File: src/rtl/fctm_pkg.sv
// ----------------------------------------------------------------------------
// fctm_pkg
// Shared types and constants for the floor/ceiling texel mapper.
// ----------------------------------------------------------------------------
package fctm_pkg;

  // default geometry
  localparam int DEF_SCREEN_WIDTH  = 1024;
  localparam int DEF_SCREEN_HEIGHT = 1024;
  localparam int DEF_TEX_WIDTH     = 64;
  localparam int DEF_TEX_HEIGHT    = 64;

  // configuration port
  localparam int CFG_DATA_W = 32;
  localparam int CFG_IDX_W  = 3;

  typedef enum logic [CFG_IDX_W-1:0] {
    CFG_CAM_X       = 3'd0,
    CFG_CAM_Y       = 3'd1,
    CFG_LEFT_RAY_X  = 3'd2,
    CFG_LEFT_RAY_Y  = 3'd3,
    CFG_PLANE_X     = 3'd4,
    CFG_PLANE_Y     = 3'd5,
    CFG_HORIZON_ROW = 3'd6,
    CFG_EYE_Z       = 3'd7
  } cfg_reg_t;

  // payload widths
  localparam int ROW_W       = 10;
  localparam int EYE_W       = 11;
  localparam int RAY_W       = 16;
  localparam int POS_W       = 32;
  localparam int TEX_COORD_W = 6;
  localparam int TEXEL_IDX_W = 12;
  localparam logic [ROW_W-1:0] HORIZON_RST = 10'd512;

  // eye height z = H/2 +/- eye_z needs 13 bits signed for any legal H
  localparam int Z_W = 13;

  // divider: |z| << 16 over |row - horizon|
  localparam int DIV_DVD_W = Z_W - 1 + 16;
  localparam int DIV_DVS_W = ROW_W;

  typedef struct packed {
    logic                 start;
    logic [DIV_DVD_W-1:0] dividend;
    logic [DIV_DVS_W-1:0] divisor;
  } div_req_t;

  typedef struct packed {
    logic                 done;
    logic [DIV_DVD_W-1:0] quotient;
  } div_rsp_t;

endpackage

File: src/rtl/fctm_div.sv
// ----------------------------------------------------------------------------
// fctm_div
// Unsigned restoring divider, one quotient bit per cycle.
// ----------------------------------------------------------------------------
module fctm_div
  import fctm_pkg::*;
(
  input  logic     clk,
  input  logic     rst_n,
  input  div_req_t req,
  output div_rsp_t rsp
);

  localparam int CNT_W = $clog2(DIV_DVD_W + 1);

  logic                 busy_r;
  logic                 done_r;
  logic [CNT_W-1:0]     cnt_r;
  logic [DIV_DVS_W-1:0] rem_r;
  logic [DIV_DVS_W-1:0] dvs_r;
  logic [DIV_DVD_W-1:0] quo_r;

  logic [DIV_DVS_W:0]   trial;
  logic [DIV_DVS_W:0]   diff;
  logic                 q_bit;

  assign trial = {rem_r, quo_r[DIV_DVD_W-1]};
  assign diff  = trial - {1'b0, dvs_r};
  // borrow out means the trial remainder is below the divisor
  assign q_bit = ~diff[DIV_DVS_W];

  always_ff @(posedge clk) begin
    if (!rst_n) begin
      busy_r <= 1'b0;
      done_r <= 1'b0;
      cnt_r  <= '0;
    end else begin
      done_r <= 1'b0;
      if (req.start) begin
        busy_r <= 1'b1;
        cnt_r  <= CNT_W'(DIV_DVD_W);
      end else if (busy_r) begin
        cnt_r <= cnt_r - CNT_W'(1);
        if (cnt_r == CNT_W'(1)) begin
          busy_r <= 1'b0;
          done_r <= 1'b1;
        end
      end
    end
  end

  always_ff @(posedge clk) begin
    if (req.start) begin
      rem_r <= '0;
      dvs_r <= req.divisor;
      quo_r <= req.dividend;
    end else if (busy_r) begin
      rem_r <= q_bit ? diff[DIV_DVS_W-1:0] : trial[DIV_DVS_W-1:0];
      quo_r <= {quo_r[DIV_DVD_W-2:0], q_bit};
    end
  end

  assign rsp.done     = done_r;
  assign rsp.quotient = quo_r;

endmodule

File: src/rtl/floor_ceiling_texel_mapper_unit.sv
// ----------------------------------------------------------------------------
// floor_ceiling_texel_mapper_unit
// Floor/ceiling casting: per-row distance, left-ray world point and pixel step,
// then texel coordinates for each pixel beat.
// ----------------------------------------------------------------------------
//  channel | ports                                        | dir
//  --------+----------------------------------------------+-----
//  input   | in_valid in_stall in_action in_row in_surface| in
//  result  | out_valid out_stall out_tex_x out_tex_y      | out
//          | out_texel_index                              |
//  config  | cfg_we cfg_index cfg_data                    | in
//
//  Row start: accept, then the divider, then the multiply/accumulate steps;
//  a row on the horizon skips the divider. No result.
//  Pixel: S_TEX then S_EMIT, plus any wait on out_stall; one result beat.
//  Row setup runs on the bit-serial divider and the single shared 32x16 multiplier.
//  in_stall is high whenever an item is in flight. Reset is synchronous.
// ----------------------------------------------------------------------------
module floor_ceiling_texel_mapper_unit
  import fctm_pkg::*;
#(
  parameter int SCREEN_WIDTH  = DEF_SCREEN_WIDTH,
  parameter int SCREEN_HEIGHT = DEF_SCREEN_HEIGHT,
  parameter int TEX_WIDTH     = DEF_TEX_WIDTH,
  parameter int TEX_HEIGHT    = DEF_TEX_HEIGHT
)
(
  input  logic                   clk,
  input  logic                   rst_n,

  input  logic                   cfg_we,
  input  logic [CFG_IDX_W-1:0]   cfg_index,
  input  logic [CFG_DATA_W-1:0]  cfg_data,

  input  logic                   in_valid,
  output logic                   in_stall,
  input  logic                   in_action,
  input  logic [ROW_W-1:0]       in_row,
  input  logic                   in_surface,

  output logic                   out_valid,
  input  logic                   out_stall,
  output logic [TEX_COORD_W-1:0] out_tex_x,
  output logic [TEX_COORD_W-1:0] out_tex_y,
  output logic [TEXEL_IDX_W-1:0] out_texel_index
);

  // floor(log2(width/2)) plus the Q2.14 scale
  localparam int STEP_SH = 14 + $clog2(SCREEN_WIDTH / 2 + 1) - 1;
  localparam logic [Z_W-1:0] HALF_H = Z_W'(SCREEN_HEIGHT / 2);

  localparam int TXW = $clog2(TEX_WIDTH);
  localparam int TYW = $clog2(TEX_HEIGHT);
  localparam int TWW = $clog2(TEX_WIDTH + 1);
  localparam int THW = $clog2(TEX_HEIGHT + 1);
  localparam int IDXW = TXW + TYW;
  localparam logic [TWW-1:0] TW_C = TWW'(TEX_WIDTH);
  localparam logic [THW-1:0] TH_C = THW'(TEX_HEIGHT);

  typedef enum logic [5:0] {
    S_IDLE = 6'b000001,
    S_DIV  = 6'b000010,
    S_MUL  = 6'b000100,
    S_ACC  = 6'b001000,
    S_TEX  = 6'b010000,
    S_EMIT = 6'b100000
  } state_t;

  state_t state_r, state_nxt;

  // configuration
  logic [POS_W-1:0]        cam_x_r, cam_y_r;
  logic signed [RAY_W-1:0] left_ray_x_r, left_ray_y_r, plane_x_r, plane_y_r;
  logic [ROW_W-1:0]        horizon_r;
  logic [EYE_W-1:0]        eye_z_r;

  // row state
  logic signed [POS_W-1:0] rd_r;
  logic [POS_W-1:0]        grid_x_r, grid_y_r, step_x_r, step_y_r;
  logic                    q_neg_r;
  logic [1:0]              k_r;
  logic signed [47:0]      prod_r;

  // pixel path
  logic [15:0]             frac_x_r, frac_y_r;
  logic [TXW-1:0]          tx_r;
  logic [TYW-1:0]          ty_r;
  logic                    out_valid_r;
  logic [TEX_COORD_W-1:0]  out_tex_x_r, out_tex_y_r;
  logic [TEXEL_IDX_W-1:0]  out_idx_r;

  logic accept, out_free;
  logic row_start, pix_start;

  // row setup arithmetic
  logic signed [Z_W-1:0]   eye_ext, z;
  logic [Z_W-1:0]          z_neg;
  logic signed [ROW_W:0]   p;
  logic [Z_W-2:0]          z_mag;
  logic [ROW_W:0]          p_abs;
  div_req_t                div_req;
  div_rsp_t                div_rsp;

  logic signed [RAY_W-1:0] mul_op;
  logic signed [47:0]      step_sh;
  logic [POS_W-1:0]        q_ext;

  logic [16+TWW-1:0]       px_prod;
  logic [16+THW-1:0]       py_prod;
  logic [IDXW-1:0]         idx;

  assign accept    = in_valid & (state_r == S_IDLE);
  assign row_start = accept & ~in_action;
  assign pix_start = accept & in_action;
  assign out_free  = ~out_valid_r | ~out_stall;
  assign in_stall  = (state_r != S_IDLE);

  // eye height and row offset from the horizon
  assign eye_ext = {{(Z_W-EYE_W){eye_z_r[EYE_W-1]}}, eye_z_r};
  assign z       = in_surface ? HALF_H + eye_ext : HALF_H - eye_ext;
  assign p       = in_surface ? {1'b0, in_row} - {1'b0, horizon_r}
                              : {1'b0, horizon_r} - {1'b0, in_row};
  assign z_neg   = -z;
  assign z_mag   = z[Z_W-1] ? z_neg[Z_W-2:0] : z[Z_W-2:0];
  assign p_abs   = p[ROW_W] ? -p : p;

  assign div_req.start    = row_start & (p != '0);
  assign div_req.dividend = {z_mag, 16'b0};
  assign div_req.divisor  = p_abs[ROW_W-1:0];

  fctm_div u_div (
    .clk  (clk),
    .rst_n(rst_n),
    .req  (div_req),
    .rsp  (div_rsp)
  );

  assign q_ext = {{(POS_W-DIV_DVD_W){1'b0}}, div_rsp.quotient};

  always_comb begin
    unique case (k_r)
      2'd0: mul_op = left_ray_x_r;
      2'd1: mul_op = left_ray_y_r;
      2'd2: mul_op = plane_x_r;
      2'd3: mul_op = plane_y_r;
      default: mul_op = left_ray_x_r;
    endcase
  end

  assign step_sh = prod_r >>> STEP_SH;

  // texel coordinates from the fraction bits
  assign px_prod = (16+TWW)'(frac_x_r) * (16+TWW)'(TW_C);
  assign py_prod = (16+THW)'(frac_y_r) * (16+THW)'(TH_C);
  assign idx     = IDXW'(ty_r) * IDXW'(TW_C) + IDXW'(tx_r);

  always_comb begin
    state_nxt = state_r;
    unique case (state_r)
      S_IDLE: begin
        if (row_start) state_nxt = (p != '0) ? S_DIV : S_MUL;
        else if (pix_start) state_nxt = S_TEX;
      end
      S_DIV:  if (div_rsp.done) state_nxt = S_MUL;
      S_MUL:  state_nxt = S_ACC;
      S_ACC:  state_nxt = (k_r == 2'd3) ? S_IDLE : S_MUL;
      S_TEX:  state_nxt = S_EMIT;
      S_EMIT: if (out_free) state_nxt = S_IDLE;
      default: state_nxt = S_IDLE;
    endcase
  end

  always_ff @(posedge clk) begin
    if (!rst_n) begin
      state_r <= S_IDLE;
    end else begin
      state_r <= state_nxt;
    end
  end

  // configuration writes
  always_ff @(posedge clk) begin
    if (!rst_n) begin
      cam_x_r      <= '0;
      cam_y_r      <= '0;
      left_ray_x_r <= '0;
      left_ray_y_r <= '0;
      plane_x_r    <= '0;
      plane_y_r    <= '0;
      horizon_r    <= HORIZON_RST;
      eye_z_r      <= '0;
    end else if (cfg_we) begin
      unique case (cfg_index)
        CFG_CAM_X:       cam_x_r      <= cfg_data;
        CFG_CAM_Y:       cam_y_r      <= cfg_data;
        CFG_LEFT_RAY_X:  left_ray_x_r <= cfg_data[RAY_W-1:0];
        CFG_LEFT_RAY_Y:  left_ray_y_r <= cfg_data[RAY_W-1:0];
        CFG_PLANE_X:     plane_x_r    <= cfg_data[RAY_W-1:0];
        CFG_PLANE_Y:     plane_y_r    <= cfg_data[RAY_W-1:0];
        CFG_HORIZON_ROW: horizon_r    <= cfg_data[ROW_W-1:0];
        CFG_EYE_Z:       eye_z_r      <= cfg_data[EYE_W-1:0];
        default: ;
      endcase
    end
  end

  // row state and grid walk
  always_ff @(posedge clk) begin
    if (!rst_n) begin
      rd_r     <= '0;
      grid_x_r <= '0;
      grid_y_r <= '0;
      step_x_r <= '0;
      step_y_r <= '0;
      k_r      <= '0;
      q_neg_r  <= 1'b0;
    end else begin
      if (row_start) begin
        k_r     <= '0;
        q_neg_r <= z[Z_W-1] ^ p[ROW_W];
        // on the horizon: saturate by the sign of z
        if (p == '0) rd_r <= z[Z_W-1] ? 32'sh8000_0000 : 32'sh7FFF_FFFF;
      end
      if (state_r == S_DIV && div_rsp.done) rd_r <= q_neg_r ? -q_ext : q_ext;
      if (state_r == S_ACC) begin
        k_r <= k_r + 2'd1;
        unique case (k_r)
          2'd0: grid_x_r <= cam_x_r + prod_r[45:14];
          2'd1: grid_y_r <= cam_y_r + prod_r[45:14];
          2'd2: step_x_r <= step_sh[POS_W-1:0];
          2'd3: step_y_r <= step_sh[POS_W-1:0];
          default: ;
        endcase
      end
      if (pix_start) begin
        grid_x_r <= grid_x_r + step_x_r;
        grid_y_r <= grid_y_r + step_y_r;
      end
    end
  end

  // datapath registers
  always_ff @(posedge clk) begin
    if (state_r == S_MUL) prod_r <= rd_r * mul_op;
    if (pix_start) begin
      frac_x_r <= grid_x_r[15:0];
      frac_y_r <= grid_y_r[15:0];
    end
    if (state_r == S_TEX) begin
      tx_r <= px_prod[16 +: TXW];
      ty_r <= py_prod[16 +: TYW];
    end
  end

  // output register
  always_ff @(posedge clk) begin
    if (!rst_n) begin
      out_valid_r <= 1'b0;
    end else if (state_r == S_EMIT && out_free) begin
      out_valid_r <= 1'b1;
    end else if (!out_stall) begin
      out_valid_r <= 1'b0;
    end
  end

  always_ff @(posedge clk) begin
    if (state_r == S_EMIT && out_free) begin
      out_tex_x_r <= TEX_COORD_W'(tx_r);
      out_tex_y_r <= TEX_COORD_W'(ty_r);
      out_idx_r   <= TEXEL_IDX_W'(idx);
    end
  end

  assign out_valid       = out_valid_r;
  assign out_tex_x       = out_tex_x_r;
  assign out_tex_y       = out_tex_y_r;
  assign out_texel_index = out_idx_r;

endmodule
File: config.mk
export PLATFORM = sky130hd
export DESIGN_NAME = floor_ceiling_texel_mapper_unit
export DESIGN_NICKNAME = d
export VERILOG_FILES = /design/src/rtl/fctm_pkg.sv /design/src/rtl/fctm_div.sv /design/src/rtl/floor_ceiling_texel_mapper_unit.sv
export SDC_FILE = /design/constraint.sdc
export NUM_CORES = 2
export LEC_CHECK = 0
export BUFFER_PORTS_ARGS = -buffer_cell sky130_fd_sc_hd__buf_2
export CORE_MARGIN = 4
export CORE_UTILIZATION = 55
export DETAILED_ROUTE_END_ITERATION = 8
export PLACE_DENSITY = 0.71
export SETUP_SLACK_MARGIN = 0.15
export SYNTH_ARGS = -nofsm -noshare
export SYNTH_HDL_FRONTEND = slang
export SYNTH_SLANG_ARGS = --single-unit
File: constraint.sdc
create_clock -name clk -period 10.8 [get_ports clk]
set_clock_uncertainty 0.15 [all_clocks]
set_input_delay 1.08 -clock clk [delete_from_list [all_inputs] [get_ports clk]]
set_output_delay 1.08 -clock clk [all_outputs]
set_load 0.03 [all_outputs]
==> metrics.csv <==
stage,metric,value,unit
sta,Min Hold Slack,269,ps
logic_synthesis,post-synthesis async set-or-reset flop share,0,%
floorplanning,Ports,78,
grt,GRT Util Overall,26.5,%
pwr,LEAKAGE,15.2,nW
sta,Fin Setup TNS,0,ps
route,DR vias/cell,5.55,
route,WL/cell,18.4,um
floorplanning,Die X,251,um
logic_synthesis,most frequent cells after synthesis,"690 x nand2_1, 588 x inv_1, 405 x fa_1, 265 x a21oi_1, 256 x dfxtp_1",
final_layout,antenna diode count,0,
logic_synthesis,top-count cell post-synth,nand2_1,
sta,RSZ-0062 raised after global routing,false,
worst_setup_path,Worst Path Required,10980,ps
floorplanning,Die H,251,um
clock_network,CTS buffer count,31,
floorplanning,Initial Util,55.9,%
pwr,Power Internal,2.19,mW
sta,setup violators final,0,
logic_synthesis,syn_nets,4440,
logic_synthesis,top post-synthesis cells by area,"fa_1 25%, dfxtp_1 16%, nand2_1 8.0%",
worst_setup_path,maximum fanout along the worst path,19,
worst_setup_path,R2R Setup Slk,1670,ps
logic_synthesis,Synth top area share,25.1,%
pwr,sequential share of power,46.1,%
route,drt first pass iters,6,
logic_synthesis,"FF+latch count, synth",339,
pwr,pwr/cell area,89.7,nW/um^2
clock_network,clock-pin slew on the worst setup and hold paths,70,ps
placed_design,"Cell Area, Placed",33300,sq um
logic_synthesis,Syn Inst Count,3779,
worst_setup_path,Max stage delay on crit path,700,ps
clock_network,clock latency on the worst-skew pair,600,ps
run_status,status,"complete, no violations",
worst_setup_path,worst endpoint data arrival time,9300,ps
final_layout,area occupied by multi-input gates,21800,sq um
placed_design,pre-CTS setup slack,1750,ps
sta,final worst slack,1670,ps
logic_synthesis,ys flop type,dfxtp_1,
worst_hold_path,HP Class,reg -> reg,
route,DRT iter0 DRCs,2016,
logic_synthesis,sequential element share of the synthesized area,23.5,%
pwr,switching power,0.888,mW
placed_design,gpl congestion,0.880,
clock_network,clk sinks,339,
grt,initial antenna violation count,1,
route,DRC,0,
worst_setup_path,CP Capture Type,flip-flop,
sta,fin crit period,9130,ps
final_layout,Register Area,7620,sq um
placed_design,DPL Wire Length,60900,um
sta,final slew viol count,0,
logic_synthesis,post-synth cell types,72,
clock_network,CTS resizes,0,
logic_synthesis,leading area contributor after synthesis,fa_1,
floorplanning,DIE AREA,62800,sq um
sta,worst slew pin tran,1290,ps
final_layout,# fillers,5288,
floorplanning,Core ar.,57900,sq um
route,Post-DRT Antenna Nets,0,
pwr,Gate power share,18.0,%
clock_network,worst-case clock buffer depth,3,
placed_design,Buffers on Ports,61,
grt,total grt overflow,0,
clock_network,H-Tree Level Count,1,
pwr,VDD IR-drop max,0.151,mV
clock_network,"Hold-fix buffers, CTS",0,
sta,fin crit share,84.5,%
logic_synthesis,synthesized cell area,32400,sq um
route,total wire length,83100,um
logic_synthesis,"EDFF count, synth",83,
worst_setup_path,critical path startpoint category,flip-flop,
worst_setup_path,critical setup path kind,reg -> reg,
final_layout,Final Instance Area,34300,sq um
final_layout,Area Overhead vs Synth,5.93,%
pwr,Sw Share,28.9,%
floorplanning,FP Rows,88,
placed_design,Placed Cells incl. Taps,4454,
route,vias post-DR,25000,
grt,largest net degree at the start of global routing,123,
final_layout,Final Non-Filler Cells,4512,
final_layout,share of cells above drive strength 1,5.55,%
clock_network,setup bufs post-CTS,0,
sta,worst relative slew slack,14.2,%
worst_setup_path,Worst path slowest cell,a21oi_2,
logic_synthesis,Synth Warn #,0,
clock_network,clk root buf,clkbuf_16,
sta,fmax,110,MHz
run,maxcap violations,0,
final_layout,Nets,4383,
grt,global-route wire length before repair,135000,um
logic_synthesis,syn_area_per_cell,8.56,sq um
sta,Final Hold Vio Count,0,
clock_network,CTS tree,done,
pwr,Clock power frac,35.9,%
grt,vias in the first global route,25100,
## path summary, 6_finish.rpt
| kind | from | to | cells after the start |
|---|---|---|---|
| setup / recovery | k_r[0]$_SDFFE_PN0P_ | prod_r[38]$_DFFE_PP_ | 28 |
| hold / removal | frac_y_r[11]$_DFFE_PP_ | ty_r[1]$_DFFE_PP_ | 0 |
| setup reg to reg | k_r[0]$_SDFFE_PN0P_ | prod_r[38]$_DFFE_PP_ | 28 |
| hold reg to reg | frac_y_r[11]$_DFFE_PP_ | ty_r[1]$_DFFE_PP_ | 0 |
## state kept, by name (all words and copies together) (netlist names), 10 cells and up
| signal | flops |
|---|---|
| u_div.dvs_r | 10 |
| plane_x_r | 16 |
| left_ray_y_r | 16 |
| u_div.quo_r | 28 |
| cam_y_r | 16 |
| eye_z_r | 11 |
| step_x_r | 16 |
| rd_r | 32 |
| grid_x_r | 16 |
| plane_y_r | 16 |
| u_div.rem_r | 10 |
| step_y_r | 16 |
| prod_r | 25 |
| horizon_r | 10 |
| cam_x_r | 16 |
| left_ray_x_r | 16 |
| grid_y_r | 16 |
## routing by layer
layer	GRT usage, %	routed length, um	up-vias	share of wire [%]
met2	44.3	38900	730	47
met4	8.00	2970	0	3.6
li1	-	-	11800	-
met5	0	0	-	0
met3	3.70	5260	175	6.3
met1	36.3	36000	12300	43
## metrics by stage
| stage | utilization, % | power [mW] |
|---|---|---|
| finish | 59.2 | 3.07 |
| global route | 59.2 | 3.22 |
| CTS | 59.2 | 3.08 |
| detailed placement | 57.4 | 1.99 |
| global placement | 57.4 | 1.98 |
| floorplan | - | 1.85 |
## cells in the final DEF, fill, tap and decap left out, types with 23 or more instances in the layout
cell         n
a21o_1      27
a21oi_1    250
xor2_1      63
buf_2       61
ha_1       204
and2_1     180
o22ai_1     23
o21ai_0     87
inv_1      587
buf_4       45
dfxtp_1    255
nor2_1     179
xnor2_1     98
nand3_1     47
nor2b_1     27
mux2i_1     31
fa_1       405
nand2_1    690
nor3_1      44
edfxtp_1    83
clkbuf_16   34
## cell type report
type                            instances  area share (%)
Timing Repair Buffer                  106            1.88
Clock buffer                           47            2.74
Inverter                              590            6.48
Sequential cell                       339            22.2
Multi-Input combinational cell       2654            63.7
Tap cell                              765            2.79
Clock inverter                         11           0.223
## critical path: cells and delay by family, from the launching register on
| kind | cells | cell delay, ps |
|---|---|---|
| XOR/XNOR | 1 | 100 |
| buffers and inverters | 8 | 1660 |
| AND/OR/NAND/NOR | 3 | 350 |
| flip-flops | 1 | 380 |
| adder cells (fa/ha/maj) | 8 | 3440 |
| AO/OA/AOI/OAI | 8 | 2760 |
## cell families after synthesis
family          count (synthesis)  share of synthesized area (%)
buf+inv                       786                           9.35
fa+ha+maj                     609                           32.9
compound gates                567                           10.7
flops                         339                           23.5
simple gates                 1284                           18.1
mux                            33                           1.03
xor+xnor                      161                           4.36
## power by group through the flow
stage                     clock (mW)  combinational (mW)  sequential (mW)
after global routing            1.17               0.619             1.42
after CTS                       1.12               0.550             1.42
after global placement             0               0.536             1.44
final                           1.10               0.553             1.42
after floorplan                    0               0.428             1.42
after detailed placement           0               0.545             1.45
Power figures use the tool's default switching activity.
